`src/hw/rtl/m4i_ram.sv`:
```
// generic ram: one write port, two registered read ports
// no dependencies
`timescale 1ns / 1ps

module m4i_ram #(
	parameter int WIDTH = 32,
	parameter int DEPTH = 16
) (
	input  logic                     clk,
	input  logic                     we,
	input  logic [$clog2(DEPTH)-1:0] waddr,
	input  logic [WIDTH-1:0]         wdata,
	input  logic [$clog2(DEPTH)-1:0] raddr_a,
	output logic [WIDTH-1:0]         rdata_a,
	input  logic [$clog2(DEPTH)-1:0] raddr_b,
	output logic [WIDTH-1:0]         rdata_b
);

	logic [WIDTH-1:0] mem_q [DEPTH];

	// write and registered reads
	always_ff @(posedge clk) begin
		if (we) begin
			mem_q[waddr] <= wdata;
		end
		rdata_a <= mem_q[raddr_a];
		rdata_b <= mem_q[raddr_b];
	end

endmodule

```
`config.mk`:
```
export PLATFORM = sky130hd
export DESIGN_NAME = m4i_ram
export DESIGN_NICKNAME = d
export VERILOG_FILES = /design/src/hw/rtl/m4i_ram.sv
export SDC_FILE = /design/constraint.sdc
export NUM_CORES = 1
export LEC_CHECK = 0
export BUFFER_PORTS_ARGS = -buffer_cell sky130_fd_sc_hd__buf_2
export CORE_MARGIN = 5
export CORE_UTILIZATION = 50
export CTS_CLUSTER_SIZE = 40
export DETAILED_ROUTE_END_ITERATION = 10
export HOLD_SLACK_MARGIN = 0.03
export PLACE_DENSITY = 0.67
export SYNTH_ARGS = -nofsm -noshare
export SYNTH_HDL_FRONTEND = slang
export SYNTH_SLANG_ARGS = --single-unit
```
`constraint.sdc`:
```
create_clock -name clk -period 4.5 [get_ports clk]
set_input_delay 0.9 -clock clk [delete_from_list [all_inputs] [get_ports clk]]
set_output_delay 0.9 -clock clk [all_outputs]
set_load 0.01 [all_outputs]
```
==> qor.csv <==
stage;metric;value;unit
global_routing;GR Util All Layers;22.7;%
global_routing;global-route wire length before repair;88.5;mm
sta;Fmax;407;MHz
cells_and_area;FILL cells;3532;
floorplan;die area;0.0529;sq mm
cells_and_area;final non-filler cell total;1931;
cells_and_area;Layout area overhead;14.0;%
logic_synthesis;synthesized cell area;0.0242;sq mm
setup_path;Worst setup endpoint;mem_q[3][4];
power;Internal;9.14;mW
logic_synthesis;post-synthesis sequential area ratio;68.9;%
logic_synthesis;Synth Warn #;0;
power;VDD IR-drop max;313;uV
global_routing;largest net degree at the start of global routing;65;
sta;crit path time final;2450;ps
clocking;H-tree lvl count;2;
setup_path;CP arrival;2670;ps
clocking;post-CTS resize count;0;
sta;Final Hold Viols;0;
clocking;TritonCTS clock tree;built;
clocking;Worst-path clk slew;60;ps
placed_design;Place WS;1380;ps
logic_synthesis;Synth top area share;63.6;%
setup_path;worst r2r dst;rdata_a[2];
power;clock power share;40.9;%
global_routing;vias in the first global route;13379;
cells_and_area;Post-Route Utilization;57.6;%
clocking;CTS Buf Count;59;
sta;clk_skew;12.9;ps
power;share of power burned in registers;51.5;%
power;Net Sw Power;2.61;mW
setup_path;Critical Path Source Type;input port;
route;DR top layer;met5;
logic_synthesis;synth top area cells;edfxtp_1, mux4_2, dfxtp_1;
floorplan;Chip Width;230;um
clocking;clock insertion delay at the later pin of the skew report;610;ps
placed_design;dpl hpwl;33.4;mm
floorplan;initial core utilization;50.6;%
power;Total Power;11.8;mW
logic_synthesis;Mapped Nets;1187;
setup_path;worst r2r path cells;3;
sta;setup ws final;2050;ps
setup_path;crit path max fanout;32;
power;PwrDens;426;mW/mm^2
sta;fin crit share;54.6;%
setup_path;Worst setup EP type;flop;
floorplan;Chip Height;230;um
job;max_cap viols;0;
setup_path;r2r setup slk;2970;ps
cells_and_area;share of post-route cells with drive strength above 1;40.0;%
route;initial drt markers;1448;
global_routing;total congestion overflow;0;
sta;Final Max Slew Viols;0;
cells_and_area;Antenna Cells;0;
sta;Setup-failing EPs final;0;
route;Pre-Repair DR Iteration Count;5;
placed_design;Port Buf Inserts;109;
logic_synthesis;flop and latch count out of synthesis;576;
logic_synthesis;Post-Syn Instances;1141;
clocking;Max Root-Sink Buffers;3;
worst_hold_path;Hold WC Path Type;in2reg;
placed_design;placer congestion estimate;0.750;
route;met3 WL;5.42;mm
floorplan;# rows;80;
power;leakage power;9.03;nW
logic_synthesis;syn avg cell area;21.2;sq um
placed_design;DP Cell Count;1819;
global_routing;initial antenna violation count;3;
power;Combinational Power Share;7.5;%
logic_synthesis;Cell variety after synth;17;
route;met2 WL;29.2;mm
route;number of antenna-violating nets in the routed design;0;
setup_path;Reg2Reg Launch Point;mem_q[1][2];
cells_and_area;Final #Nets;1311;
clocking;clk sink count;576;
sta;normalized max-slew margin;7.65;%
route;Avg WL per Cell;31.1;um
logic_synthesis;area leader, netlist;edfxtp_1;
clocking;CTS Hold Buffers Added;0;
outcome;outcome;complete, no violations;
sta;Worst Max-Slew Pin Slew;1380;ps
route;drt drc;0;
clocking;root buffer cell;clkbuf_16;
sta;TNS Setup;0;ps
route;DRT met1 WL;24.2;mm
setup_path;Worst Path Required;4720;ps
clocking;Post-CTS Repair Setup Buffers;0;
setup_path;CP Class;in2reg;
sta;RSZ-0062 raised after global routing;false;
power;switching part of the total;22.2;%
floorplan;io pins;110;
floorplan;core area;0.0478;sq mm
route;Vias per Instance;6.58;
route;Via Count;12706;
route;WL final;60.1;mm
setup_path;Critical path origin;waddr[2];
==> worst min path at each step <==
stage | from | endpoint | depth (start not counted)
3_3_place_gp | mem_q[15][18] | rdata_b[18] | 3
2_1_floorplan | mem_q[14][0] | rdata_a[0] | 3
5_1_grt | wdata[31] | mem_q[1][31] | 1
3_5_place_dp | mem_q[14][22] | rdata_b[22] | 3
4_1_cts | wdata[31] | mem_q[2][31] | 1
6_report | wdata[10] | mem_q[9][10] | 1
==> area by class of cell <==
| type | instances | area, sq um | area share [%] |
|---|---|---|---|
| sequential | 576 | 16700 | 60.4 |
| clock inverter | 30 | 218 | 0.790 |
| timing repair buffer | 149 | 926 | 3.36 |
| multi-input combinational | 479 | 7280 | 26.4 |
| clock buffer | 82 | 1710 | 6.22 |
| tap | 615 | 769 | 2.79 |
==> worst max-delay path: stages <==
cell	delay, ps
buf_2	110
or3b_2	590
nor2_4	1040
==> placed cells by master, fill, tap and decap left out, drive strengths merged <==
master,Yosys,final
edfxtp,512,512
mux4,256,256
buf,47,147
a22oi,128,128
clkbuf,39,84
nand2,65,65
dfxtp,64,64
clkinv,0,24
nor2,14,14
nor2b,4,4
nor3,4,4
and2,2,2
nand3b,2,2
nand2b,2,2
bufinv,0,2
clkinvlp,0,2
inv,0,2
nand3,1,1
or3b,1,1
==> power by group through the flow <==
stage	Clock (mW)	Combinational, mW	Sequential (mW)
after floorplan	0	0.516	6.18
after global placement	0	0.884	6.16
after detailed placement	0	0.893	6.17
after CTS	4.89	0.895	6.06
after global routing	5.12	0.948	6.07
final	4.81	0.887	6.06
==> stage by stage <==
stage | hold slack [ps] | cell area, sq um
final | 659 | 27600
after global placement | 674 | 25600
after floorplan | 655 | 24200
after global routing | 639 | 27600
after detailed placement | 675 | 25600
after CTS | 618 | 27600
==> cells in the mapped netlist <==
library cell	n
dfxtp_1	64
nand2b_1	2
nand3_1	1
clkbuf_1	39
buf_1	13
a22oi_1	128
buf_2	16
nor2_1	14
buf_4	18
nor2b_1	4
nand2_1	65
or3b_2	1
nand3b_1	2
mux4_2	256
and2_1	2
edfxtp_1	512
nor3_1	4
==> metal layers <==
layer  vias up  track usage [%]
met5         -                0
met3        85             4.74
li1       5210                -
met4         6             5.90
met1      6802             32.3
met2       603             36.6
==> cells by family (layout without fill, tap and decap cells) <==
logic type / Yosys count / after routing / synth area share (%)
flip-flops: 576 / 576 / 68.9
buffers and inverters: 86 / 261 / 1.70
AND/OR/NAND/NOR: 95 / 95 / 1.63
multiplexers: 256 / 256 / 23.8
AO/OA/AOI/OAI: 128 / 128 / 3.97
==> sequential cells by signal (all words and copies together) (netlist names) <==
register / count
mem_q: 512
rdata_a: 32
rdata_b: 32
Note: power is estimated with default switching activity, not from simulation.
